--- src/hdl/bf_pkg.sv ---
// Shared constants, types and codes for the Brainfuck machine core.
package bf_pkg;

	localparam int TAPE_CELLS  = 32768;
	localparam int CODE_DEPTH  = 4096;
	localparam int INPUT_DEPTH = 1024;

	localparam int TA_W  = $clog2(TAPE_CELLS);
	localparam int CA_W  = $clog2(CODE_DEPTH);
	localparam int PC_W  = $clog2(CODE_DEPTH + 1);
	localparam int IA_W  = (INPUT_DEPTH > 1) ? $clog2(INPUT_DEPTH) : 1;
	localparam int IP_W  = $clog2(INPUT_DEPTH + 1);
	localparam int DEP_W = $clog2(CODE_DEPTH + 2);

	localparam logic [7:0] CH_RIGHT = 8'h3E;
	localparam logic [7:0] CH_LEFT  = 8'h3C;
	localparam logic [7:0] CH_PLUS  = 8'h2B;
	localparam logic [7:0] CH_MINUS = 8'h2D;
	localparam logic [7:0] CH_DOT   = 8'h2E;
	localparam logic [7:0] CH_COMMA = 8'h2C;
	localparam logic [7:0] CH_OPEN  = 8'h5B;
	localparam logic [7:0] CH_CLOSE = 8'h5D;

	typedef enum logic [1:0] {
		ACT_CODE  = 2'd0,
		ACT_INPUT = 2'd1,
		ACT_EXEC  = 2'd2,
		ACT_CLEAR = 2'd3
	} action_t;

	typedef enum logic [1:0] {
		ST_OK        = 2'd0,
		ST_END       = 2'd1,
		ST_UNMATCHED = 2'd2,
		ST_FULL      = 2'd3
	} status_t;

	typedef struct packed {
		action_t    action;
		logic [7:0] byte_in;
	} item_t;

	typedef struct packed {
		logic       out_valid;
		logic [7:0] out_byte;
		status_t    status;
	} result_t;

	typedef enum logic [2:0] {
		S_IDLE,
		S_DECODE,
		S_EXEC,
		S_SCAN,
		S_CLEAR
	} ctrl_state_t;

	typedef enum logic [2:0] {
		OP_NONE,
		OP_LATCH,
		OP_DECODE,
		OP_EXEC,
		OP_SCAN,
		OP_CLEAR
	} dp_op_t;

	typedef struct packed {
		logic run;
		logic clr;
		logic scan;
		logic scan_more;
		logic clr_last;
	} dp_stat_t;

endpackage

--- src/hdl/bf_ctrl.sv ---
// Controller state machine: sequences decode, execute, bracket scan and tape clear.
module bf_ctrl (
	input  logic             clk,
	input  logic             arst_n,
	input  logic             start,
	input  bf_pkg::dp_stat_t stat,
	output logic             busy,
	output bf_pkg::dp_op_t   op
);
	import bf_pkg::*;

	ctrl_state_t state_q, state_d;

	always_ff @(posedge clk or negedge arst_n) begin
		if (!arst_n) begin
			state_q <= S_CLEAR;
		end else begin
			state_q <= state_d;
		end
	end

	always_comb begin
		state_d = state_q;
		op      = OP_NONE;
		busy    = 1'b1;
		unique case (state_q)
			S_IDLE: begin
				busy = 1'b0;
				if (start) begin
					op      = OP_LATCH;
					state_d = S_DECODE;
				end
			end
			S_DECODE: begin
				op = OP_DECODE;
				if (stat.run) begin
					state_d = S_EXEC;
				end else if (stat.clr) begin
					state_d = S_CLEAR;
				end else begin
					state_d = S_IDLE;
				end
			end
			S_EXEC: begin
				op      = OP_EXEC;
				state_d = stat.scan ? S_SCAN : S_IDLE;
			end
			S_SCAN: begin
				op = OP_SCAN;
				if (!stat.scan_more) begin
					state_d = S_IDLE;
				end
			end
			S_CLEAR: begin
				op = OP_CLEAR;
				if (stat.clr_last) begin
					state_d = S_IDLE;
				end
			end
			default: begin
				state_d = S_IDLE;
			end
		endcase
	end

endmodule

--- config.mk ---
export PLATFORM = sky130hd
export DESIGN_NAME = bf_ctrl
export DESIGN_NICKNAME = d
export VERILOG_FILES = /design/src/hdl/bf_pkg.sv /design/src/hdl/bf_ctrl.sv
export SDC_FILE = /design/constraint.sdc
export NUM_CORES = 1
export LEC_CHECK = 0
export ABC_AREA = 0
export BUFFER_PORTS_ARGS = -buffer_cell sky130_fd_sc_hd__buf_4
export CAP_MARGIN = 40
export CORE_AREA = 2 2 39 41
export CTS_CLUSTER_SIZE = 10
export DETAILED_ROUTE_END_ITERATION = 16
export DIE_AREA = 0 0 41 43
export PLACE_DENSITY_LB_ADDON = 0.25
export SYNTH_ARGS = -nofsm -noshare
export SYNTH_HDL_FRONTEND = slang
export SYNTH_SLANG_ARGS = --single-unit
export TNS_END_PERCENT = 100
--- constraint.sdc ---
create_clock -name clk -period 3.2 [get_ports clk]
set_input_delay 0.48 -clock clk [delete_from_list [all_inputs] [get_ports clk]]
set_output_delay 0.48 -clock clk [all_outputs]
set_load 0.02 [all_outputs]
==> impl_metrics.py, run 1 <==
metrics = {
    "placed_design": {
        "dp_cells": 48,
        "place_congestion": 0.627,
        "port-buffer-count": 11,
        "dp_hpwl_um": 404,
    },
    "critical_path": {
        "critPathLaunchType": "register",
        "r2r_end": "state_q[2]$_DFFE_PN1P_",
        "worstSetupPathDepth": 2,
        "r2r_cells": 2,
        "path_delay_family": "flip-flops",
        "worstSetupPathType": "reg2out",
        "arrival_ns": 1.40,
        "regToRegSetupSlack_ns": 2.02,
        "crit_buf_inv": 1,
        "endpoint_kind": "primary output",
        "crit_start": "state_q[1]$_DFFE_PN0P_",
        "cp.required_ns": 2.72,
        "path_cells": "or3_2 -> buf_4",
        "cp_slowest_stage_delay_ns": 0.51,
        "cp_slowest_cell": "dfrtp_1",
        "reg2reg_from": "state_q[2]$_DFFE_PN1P_",
        "crit_end": "busy",
        "crit_fanout": 11,
    },
    "logic_synthesis": {
        "yosys_warnings": 0,
        "synth_commonest_cells": "3 x a211oi_1, 2 x buf_4, 2 x dfrtp_1, 2 x mux2i_1",
        "ys_types": 19,
        "synth_flop_cell": "dfrtp_1",
        "avgSynthCellArea_um2": 9.64,
        "synth_enable_flop_cells": 0,
        "synth_top_area_share_pct": 21.6,
        "netlist_instances": 24,
        "synth_area_um2": 231,
        "ys_seq_area_share_pct": 33.0,
        "synthArstFlopShare_pct": 100,
        "yosysMostFrequentCell": "a211oi_1",
        "syn_nets": 32,
        "yosys.area.top_type": "dfrtp_1",
        "synth.area.top_cells": "dfrtp_1 22%, dfstp_2 11%, a211oi_1 9.7%, mux2i_1 8.6%, buf_4 6.5%",
        "ys_ff_latch": 3,
    },
    "die": {
        "dieArea_um2": 1760,
        "fp.dieW_um": 41,
        "core_area_um2": 1380,
        "num_io_pins": 12,
        "placementRows": 14,
        "die_h_um": 43,
        "start_util_pct": 16.7,
    },
    "final_layout": {
        "fin_cells": 52,
        "nets": 45,
        "n_antenna_cell": 0,
        "nFillCells": 168,
        "reg.largest.list": "state_q x3",
        "syn2layout_area_growth_pct": 44.3,
        "drive_above_1_share_pct": 47.2,
        "top_register": "state_q",
        "largest_reg_flops": 3,
    },
    "timing": {
        "hold_viol": 0,
        "period_share_pct": 58.9,
        "max_freq_ghz": 0.531,
        "finClkSkew_ns": 0.000427,
        "slew_violations": 0,
        "fin_tns_setup_ns": 0,
        "slew_headroom_pct": 74.3,
        "rsz0062_at_grt": "no",
        "fin_crit_ns": 1.88,
        "setup_viol": 0,
        "tightest_slew_ns": 0.385,
    },
    "pwr": {
        "power.density_nw_per_um2": 1050,
        "cellLeakagePower_nw": 0.142,
        "ir_drop_mv": 0.577,
    },
    "clocking": {
        "path_clk_slew_ns": 0.04,
        "cts_tree": "yes",
        "cts.sinks": 3,
        "cts_made_buffers": 3,
        "postCtsSetupBuffers": 0,
        "cts_buffer_depth": 2,
        "h-tree-depth": 1,
        "cts_resized": 0,
        "cts_root_buf": "clkbuf_4",
        "holdBufCountCts": 0,
        "clk_latency_ns": 0.23,
    },
    "global_route": {
        "grt_overflow": 0,
        "first_global_vias": 221,
        "use_met1_pct": 10.6,
        "track_usage_pct": 8.04,
        "grt_pass1_wl_um": 931,
        "antenna_found_initial": 0,
        "grt_max_degree": 12,
        "busiest_layer": "met1",
        "met2_usage_pct": 10.0,
        "use_met3_pct": 4.71,
    },
    "drt": {
        "vias": 226,
        "routed_wirelength_um": 552,
        "viasPerCell": 4.35,
        "drt_pass1_iterations": 2,
        "drc": 0,
        "wl_per_cell_um": 10.6,
        "first_iter_violations": 1,
        "ant_nets": 0,
    },
    "outcome": {
        "status": "completed",
    },
    "worst_hold_path": {
        "min_path_type": "in2async",
    },
    "job": {
        "cap_violations": 0,
    },
}
## worst min path at each step
stage,startpoint,endpoint,slack (ns)
finish,arst_n,state_q[0]$_DFFE_PN0P_,0.03
global route,arst_n,state_q[0]$_DFFE_PN0P_,0.02
CTS,arst_n,state_q[0]$_DFFE_PN0P_,0.02
detailed placement,arst_n,state_q[0]$_DFFE_PN0P_,0.27
global placement,arst_n,state_q[0]$_DFFE_PN0P_,0.27
floorplan,arst_n,state_q[0]$_DFFE_PN0P_,0.18
## stage by stage
| stage | instance area [µm²] | hold WS (ns) | utilization [%] | power [mW] | worst slack [ns] |
|---|---|---|---|---|---|
| 6_report | 334 | 0.0280 | 24.1 | 0.350 | 1.32 |
| 5_1_grt | 334 | 0.0213 | 24.1 | 0.377 | 1.26 |
| 4_1_cts | 334 | 0.0213 | 24.1 | 0.355 | 1.31 |
| 3_5_place_dp | 308 | 0.271 | 22.2 | 0.283 | 1.57 |
| 3_3_place_gp | 308 | 0.271 | 22.2 | 0.280 | 1.58 |
| 2_1_floorplan | 231 | 0.184 | - | 0.234 | 1.48 |
## placed cells by master (no fill, tap or decap), drive strengths merged
master,count
inv,1
a21oi,2
nand4bb,1
clkbuf,4
mux2i,2
buf,11
dfstp,1
xnor2,1
or3,1
nand2,1
o22ai,1
nor3,1
nand2b,1
dfrtp,2
a21boi,1
or3b,1
nor2,1
a211oi,3
## cell type report
class	count	area, µm²	area share [%]
Clock buffer	4	26.3	7.87
Sequential cell	3	76.3	22.8
Tap cell	16	20.0	5.99
Timing Repair Buffer	11	82.6	24.7
Inverter	1	3.75	1.12
Multi-Input combinational cell	17	125	37.5
## logic make-up after synthesis
family	count (synthesis)	share of synthesized area, %
muxes	2	8.65
xor gates and xnor gates	1	3.78
buffers and inverters	4	13.0
and+or+nand+nor	7	20.0
DFF	3	33.0
AOI/OAI and AO/OA	7	21.6
## power by group
group | leakage, nW | switching, mW | internal (mW)
combinational | 0.0921 | 0.0862 | 0.0949
sequential | 0.0345 | 0.0470 | 0.0553
clock | 0.0150 | 0.0197 | 0.0467
## per-layer routing
layer,up-vias,part of all wire [%]
met1,104,47
met2,7,43
met3,2,9.1
li1,113,-
met4,0,0.36
met5,-,0
## worst reg2reg max path: cells and delay by family, from the launching register on
| kind | cells | cell delay [ns] |
|---|---|---|
| AOI/OAI and AO/OA | 1 | 0.12 |
| and+or+nand+nor | 1 | 0.38 |
| DFF | 1 | 0.61 |
No activity file was read; power rests on OpenSTA's default activity.
==> run 2: changes to the inputs <==
- ABC_AREA: 0 -> 1
- clock period: 3.2 -> 1.8 ns (I/O delays scaled with it)
==> impl_metrics.py, run 2 <==
metrics = {
    "final_layout": {
        "layout_common_cells": "11 x buf_4, 6 x nand2_1, 5 x inv_1",
        "nets": 54,
        "multi_input_comb_area_um2": 105,
        "fin_cells": 61,
        "syn2layout_area_growth_pct": 68.1,
        "reg.largest.list": "state_q x3",
        "top_register": "state_q",
        "largest_reg_flops": 3,
        "nFillCells": 147,
        "seqCellArea_um2": 76.3,
        "drive_above_1_share_pct": 42.2,
        "final_common_cell": "buf_4",
        "n_antenna_cell": 0,
    },
    "clocking": {
        "cts_resized": 0,
        "cts_root_buf": "clkbuf_4",
        "cts_tree": "yes",
        "cts_made_buffers": 3,
        "postCtsSetupBuffers": 0,
        "cts_buffer_depth": 2,
        "h-tree-depth": 1,
        "clk_latency_ns": 0.23,
        "cts.sinks": 3,
        "path_clk_slew_ns": 0.04,
    },
    "global_route": {
        "antenna_found_initial": 0,
        "grt_max_degree": 7,
        "grt_pass1_wl_um": 855,
        "first_global_vias": 223,
        "grt_overflow": 0,
        "track_usage_pct": 7.44,
    },
    "die": {
        "start_util_pct": 14.7,
        "core_area_um2": 1380,
        "dieArea_um2": 1760,
        "num_io_pins": 12,
        "fp.dieW_um": 41,
        "die_h_um": 43,
        "placementRows": 14,
    },
    "drt": {
        "viasPerCell": 3.89,
        "vias": 237,
        "drc": 0,
        "routed_wirelength_um": 507,
        "wl_per_cell_um": 8.31,
        "drt_pass1_iterations": 2,
        "ant_nets": 0,
        "first_iter_violations": 2,
    },
    "pwr": {
        "power.density_nw_per_um2": 1670,
        "swShare_pct": 44.8,
        "p_seq_share_pct": 24.3,
        "ir_drop_mv": 0.604,
        "clkPwrFrac_pct": 20.3,
        "power_frac_comb_pct": 55.4,
        "p_switching_uw": 257,
        "power_uw": 573,
        "p_int_uw": 316,
        "cellLeakagePower_nw": 0.180,
    },
    "logic_synthesis": {
        "netlist_instances": 29,
        "synthArstFlopShare_pct": 100,
        "syn_nets": 37,
        "synth_enable_flop_cells": 0,
        "synth_area_um2": 204,
        "ys_types": 13,
        "yosys.area.top_type": "dfrtp_1",
        "avgSynthCellArea_um2": 7.03,
        "synth_commonest_cells": "6 x nand2_1, 5 x inv_1, 4 x o21ai_1",
        "yosysMostFrequentCell": "nand2_1",
        "yosys_warnings": 0,
        "synth_flop_cell": "dfrtp_1",
        "synth.area.top_cells": "dfrtp_1 25%, dfstp_2 13%, nand2_1 11%, o21ai_1 9.8%, inv_1 9.2%",
        "ys_ff_latch": 3,
        "synth_top_area_share_pct": 24.5,
        "ys_seq_area_share_pct": 37.4,
    },
    "timing": {
        "fin_crit_ns": 1.49,
        "hold_slack_ns": 0.278,
        "setup_viol": 0,
        "rsz0062_at_grt": "no",
        "slew_headroom_pct": 85.1,
        "tightest_slew_ns": 0.223,
        "fin_tns_setup_ns": 0,
        "hold_viol": 0,
        "period_share_pct": 82.5,
        "max_freq_ghz": 0.673,
        "finClkSkew_ns": 0.00307,
        "slew_violations": 0,
    },
    "job": {
        "cap_violations": 0,
    },
    "placed_design": {
        "place_congestion": 0.736,
        "dp_hpwl_um": 421,
        "port-buffer-count": 11,
        "dp_cells": 56,
    },
    "critical_path": {
        "path_cells": "nor2_2 -> inv_1 -> o21ai_1 -> buf_4",
        "cp.required_ns": 1.53,
        "worstSetupPathType": "reg2out",
        "reg2reg_from": "state_q[2]$_DFFE_PN1P_",
        "arrival_ns": 1.22,
        "crit_start": "state_q[0]$_DFFE_PN0P_",
        "cp_slowest_stage_delay_ns": 0.42,
        "endpoint_kind": "primary output",
        "cp_slowest_cell": "dfrtp_1",
        "critPathLaunchType": "register",
        "crit_fanout": 5,
        "r2r_cells": 4,
    },
    "worst_hold_path": {
        "hold_depth": 4,
        "min_path_type": "in2reg",
        "hold_start": "stat[4]",
    },
    "outcome": {
        "status": "completed",
    },
}
run 2: changes by cell type after synthesis, moves of 2 or more:
cell	delta
nand3_1	+3
buf_4	-2
a211oi_1	-3
inv_1	+4
nand2_1	+5
mux2i_1	-2
o21ai_1	+4
nor2_2	+2
run 2: worst max-delay path, delay by kind of cell (launching register included):
kind            cells  cell delay, ns
compound gates      1            0.13
simple gates        1            0.19
flops               1            0.42
buf+inv             2            0.24
run 2: worst paths after layout:
kind	end	slack [ns]
max	op[1]	0.31
min	state_q[2]$_DFFE_PN1P_	0.28
max reg2reg	state_q[0]$_DFFE_PN0P_	0.78
min reg2reg	state_q[2]$_DFFE_PN1P_	0.53
max in group asynchronous	state_q[2]$_DFFE_PN1P_	1.25
min in group asynchronous	state_q[1]$_DFFE_PN0P_	0.37
run 2: power by group through the flow:
stage	Clock, mW	Sequential, mW	Combinational, mW
floorplan	0	0.131	0.203
global placement	0	0.140	0.323
detailed placement	0	0.140	0.322
CTS	0.122	0.139	0.324
global route	0.129	0.147	0.351
finish	0.116	0.139	0.318
run 2: per-layer routing:
layer / vias up / global-route usage [%] / part of all wire, % / routed length [µm]
li1: 129 / - / - / -
met1: 100 / 8.74 / 46 / 232
met2: 8 / 10.9 / 46 / 231
met3: 0 / 6.28 / 8.5 / 43
met4: 0 / 0 / 0 / 0
met5: - / 0 / 0 / 0
run 2: cell families after synthesis:
group	count (synthesis)	share of synthesized area, %
AND/OR/NAND/NOR	14	34.4
AO/OA/AOI/OAI	6	17.2
flip-flops	3	37.4
buffers and inverters	6	11.0
run 2: repair_timing:
item                       in CTS  in global routing
setup endpoints to repair       0                  0
hold buffers                    1                  0
hold endpoints to repair        3                  0
run 2: cell type report:
type / instances / share of cell area (%)
clock buffers: 4 / 7.66
inverters: 6 / 6.57
multi-input cells: 20 / 30.7
flip-flops and latches: 3 / 22.3
well taps: 16 / 5.84
repair buffers: 12 / 27.0
run 2: per-stage QoR:
stage	setup slack [ns]	util, %	cell area (µm²)
floorplan	0.575	-	204
global placement	0.547	22.2	307
detailed placement	0.564	22.2	307
CTS	0.312	24.8	343
global route	0.219	24.8	343
finish	0.314	24.8	343
==> run 3: changes to the inputs <==
- clock period: 1.8 -> 1.4 ns (I/O delays scaled with it)
==> impl_metrics.py, run 3 (synthesis gave the netlist of run 2 again) <==
metrics = {
    "drt": {
        "drc": 0,
        "viasPerCell": 3.98,
        "vias": 259,
        "drt_pass1_iterations": 3,
        "first_iter_violations": 3,
        "ant_nets": 0,
        "routed_wirelength_um": 619,
        "wl_per_cell_um": 9.52,
    },
    "pwr": {
        "ir_drop_mv": 0.882,
        "p_seq_share_pct": 21.6,
        "clkPwrFrac_pct": 16.1,
        "power_uw": 941,
        "cellLeakagePower_nw": 0.207,
        "p_switching_uw": 416,
        "power_frac_comb_pct": 62.3,
        "p_int_uw": 525,
        "swShare_pct": 44.2,
        "power.density_nw_per_um2": 2260,
    },
    "global_route": {
        "grt_pass1_wl_um": 966,
        "grt_overflow": 0,
        "antenna_found_initial": 0,
        "grt_max_degree": 7,
        "track_usage_pct": 8.06,
        "first_global_vias": 244,
    },
    "critical_path": {
        "arrival_ns": 1.17,
        "critPathLaunchType": "register",
        "endpoint_kind": "primary output",
        "cp_slowest_stage_delay_ns": 0.45,
        "crit_fanout": 4,
        "worstSetupPathType": "reg2out",
        "regToRegSetupSlack_ns": 0.22,
        "cp.required_ns": 1.19,
        "path_cells": "nor2_4 -> inv_2 -> o21ai_2 -> buf_4",
        "cp_slowest_cell": "dfrtp_2",
    },
    "timing": {
        "slew_headroom_pct": 86.8,
        "period_share_pct": 98.8,
        "fin_crit_ns": 1.38,
        "max_freq_ghz": 0.723,
        "finClkSkew_ns": 0.00136,
        "slew_violations": 0,
        "tightest_slew_ns": 0.198,
        "hold_viol": 0,
        "setup_viol": 0,
        "hold_slack_ns": 0.209,
        "fin_ws_ns": 0.0167,
    },
    "clocking": {
        "cts_made_buffers": 3,
        "h-tree-depth": 1,
        "cts.sinks": 3,
        "cts_root_buf": "clkbuf_4",
        "clk_latency_ns": 0.23,
        "path_clk_slew_ns": 0.04,
        "cts_tree": "yes",
        "cts_buffer_depth": 2,
    },
    "final_layout": {
        "nFillCells": 154,
        "drive_above_1_share_pct": 61.2,
        "fin_cells": 65,
        "top_register": "state_q",
        "largest_reg_flops": 3,
        "n_antenna_cell": 0,
        "post-route-util_pct": 30.0,
        "final_common_cell": "buf_4",
        "syn2layout_area_growth_pct": 104,
        "nets": 58,
        "reg.largest.list": "state_q x3",
        "layout_common_cells": "13 x buf_4, 6 x nand2_1, 3 x inv_1, 3 x clkbuf_4",
    },
    "die": {
        "start_util_pct": 14.7,
        "fp.dieW_um": 41,
        "dieArea_um2": 1760,
        "placementRows": 14,
        "core_area_um2": 1380,
        "die_h_um": 43,
        "num_io_pins": 12,
    },
    "worst_hold_path": {
        "min_path_type": "in2reg",
    },
    "job": {
        "cap_violations": 0,
    },
    "placed_design": {
        "place_congestion": 0.683,
        "dp_cells": 56,
        "dp_hpwl_um": 407,
        "port-buffer-count": 11,
        "dp_slack_ns": 0.205,
    },
    "outcome": {
        "status": "completed",
    },
}
==> run 3: changes by cell type in the layout (fill, tap and decap cells not counted), sizes merged <==
cell  before  now
buf       11   15
==> run 3: per-stage QoR <==
stage	TNS (ns)	instance area [µm²]
after floorplan	0	204
after global placement	0	307
after detailed placement	0	307
after CTS	0	355
after global routing	-0.0256	415
final	0	415
==> run 3: repair_timing <==
action                                  CTS  global route
endpoints found under the hold margin     3             0
pin swaps                                 1             1
hold buffers                              1             0
endpoints found under the setup margin    2             3
buffers inserted                          1             3
gates resized for setup                   1            12
==> run 3: worst paths after layout <==
path	cells past startpoint	endpoint	start
worst max register to register	5	state_q[0]$_DFFE_PN0P_	state_q[2]$_DFFE_PN1P_
worst min register to register	3	state_q[2]$_DFFE_PN1P_	state_q[1]$_DFFE_PN0P_
min in group asynchronous	2	state_q[0]$_DFFE_PN0P_	arst_n
max in group asynchronous	2	state_q[2]$_DFFE_PN1P_	arst_n
worst min-delay path	3	state_q[2]$_DFFE_PN1P_	stat[3]
worst max-delay path	4	op[0]	state_q[0]$_DFFE_PN0P_
==> run 3: area by class of cell <==
type	instances	area [µm²]	area share, %
inverters	6	25.0	6.02
clock buffers	4	26.3	6.33
well taps	16	20.0	4.82
repair buffers	16	130	31.3
flip-flops and latches	3	78.8	19.0
multi-input cells	20	135	32.5
==> run 3: power groups by stage <==
| stage | sequential [mW] | clock, mW | combinational, mW |
|---|---|---|---|
| after detailed placement | 0.181 | 0 | 0.412 |
| after CTS | 0.181 | 0.158 | 0.430 |
| final | 0.203 | 0.152 | 0.586 |
| after global placement | 0.182 | 0 | 0.409 |
| after floorplan | 0.168 | 0 | 0.261 |
| after global routing | 0.208 | 0.164 | 0.634 |
==> run 3: worst max-delay path, delay by kind of cell (launching register included) <==
kind	cells	cell delay, ns
simple gates	1	0.16
compound gates	1	0.12
flops	1	0.45
buf+inv	2	0.21
==> run 3: per-layer routing <==
layer,track usage (%),wire length (µm),up-vias
met5,0,0,-
met1,10.1,249,116
met2,11.3,311,8
met3,6.81,58,0
li1,-,-,135
met4,0,0,0
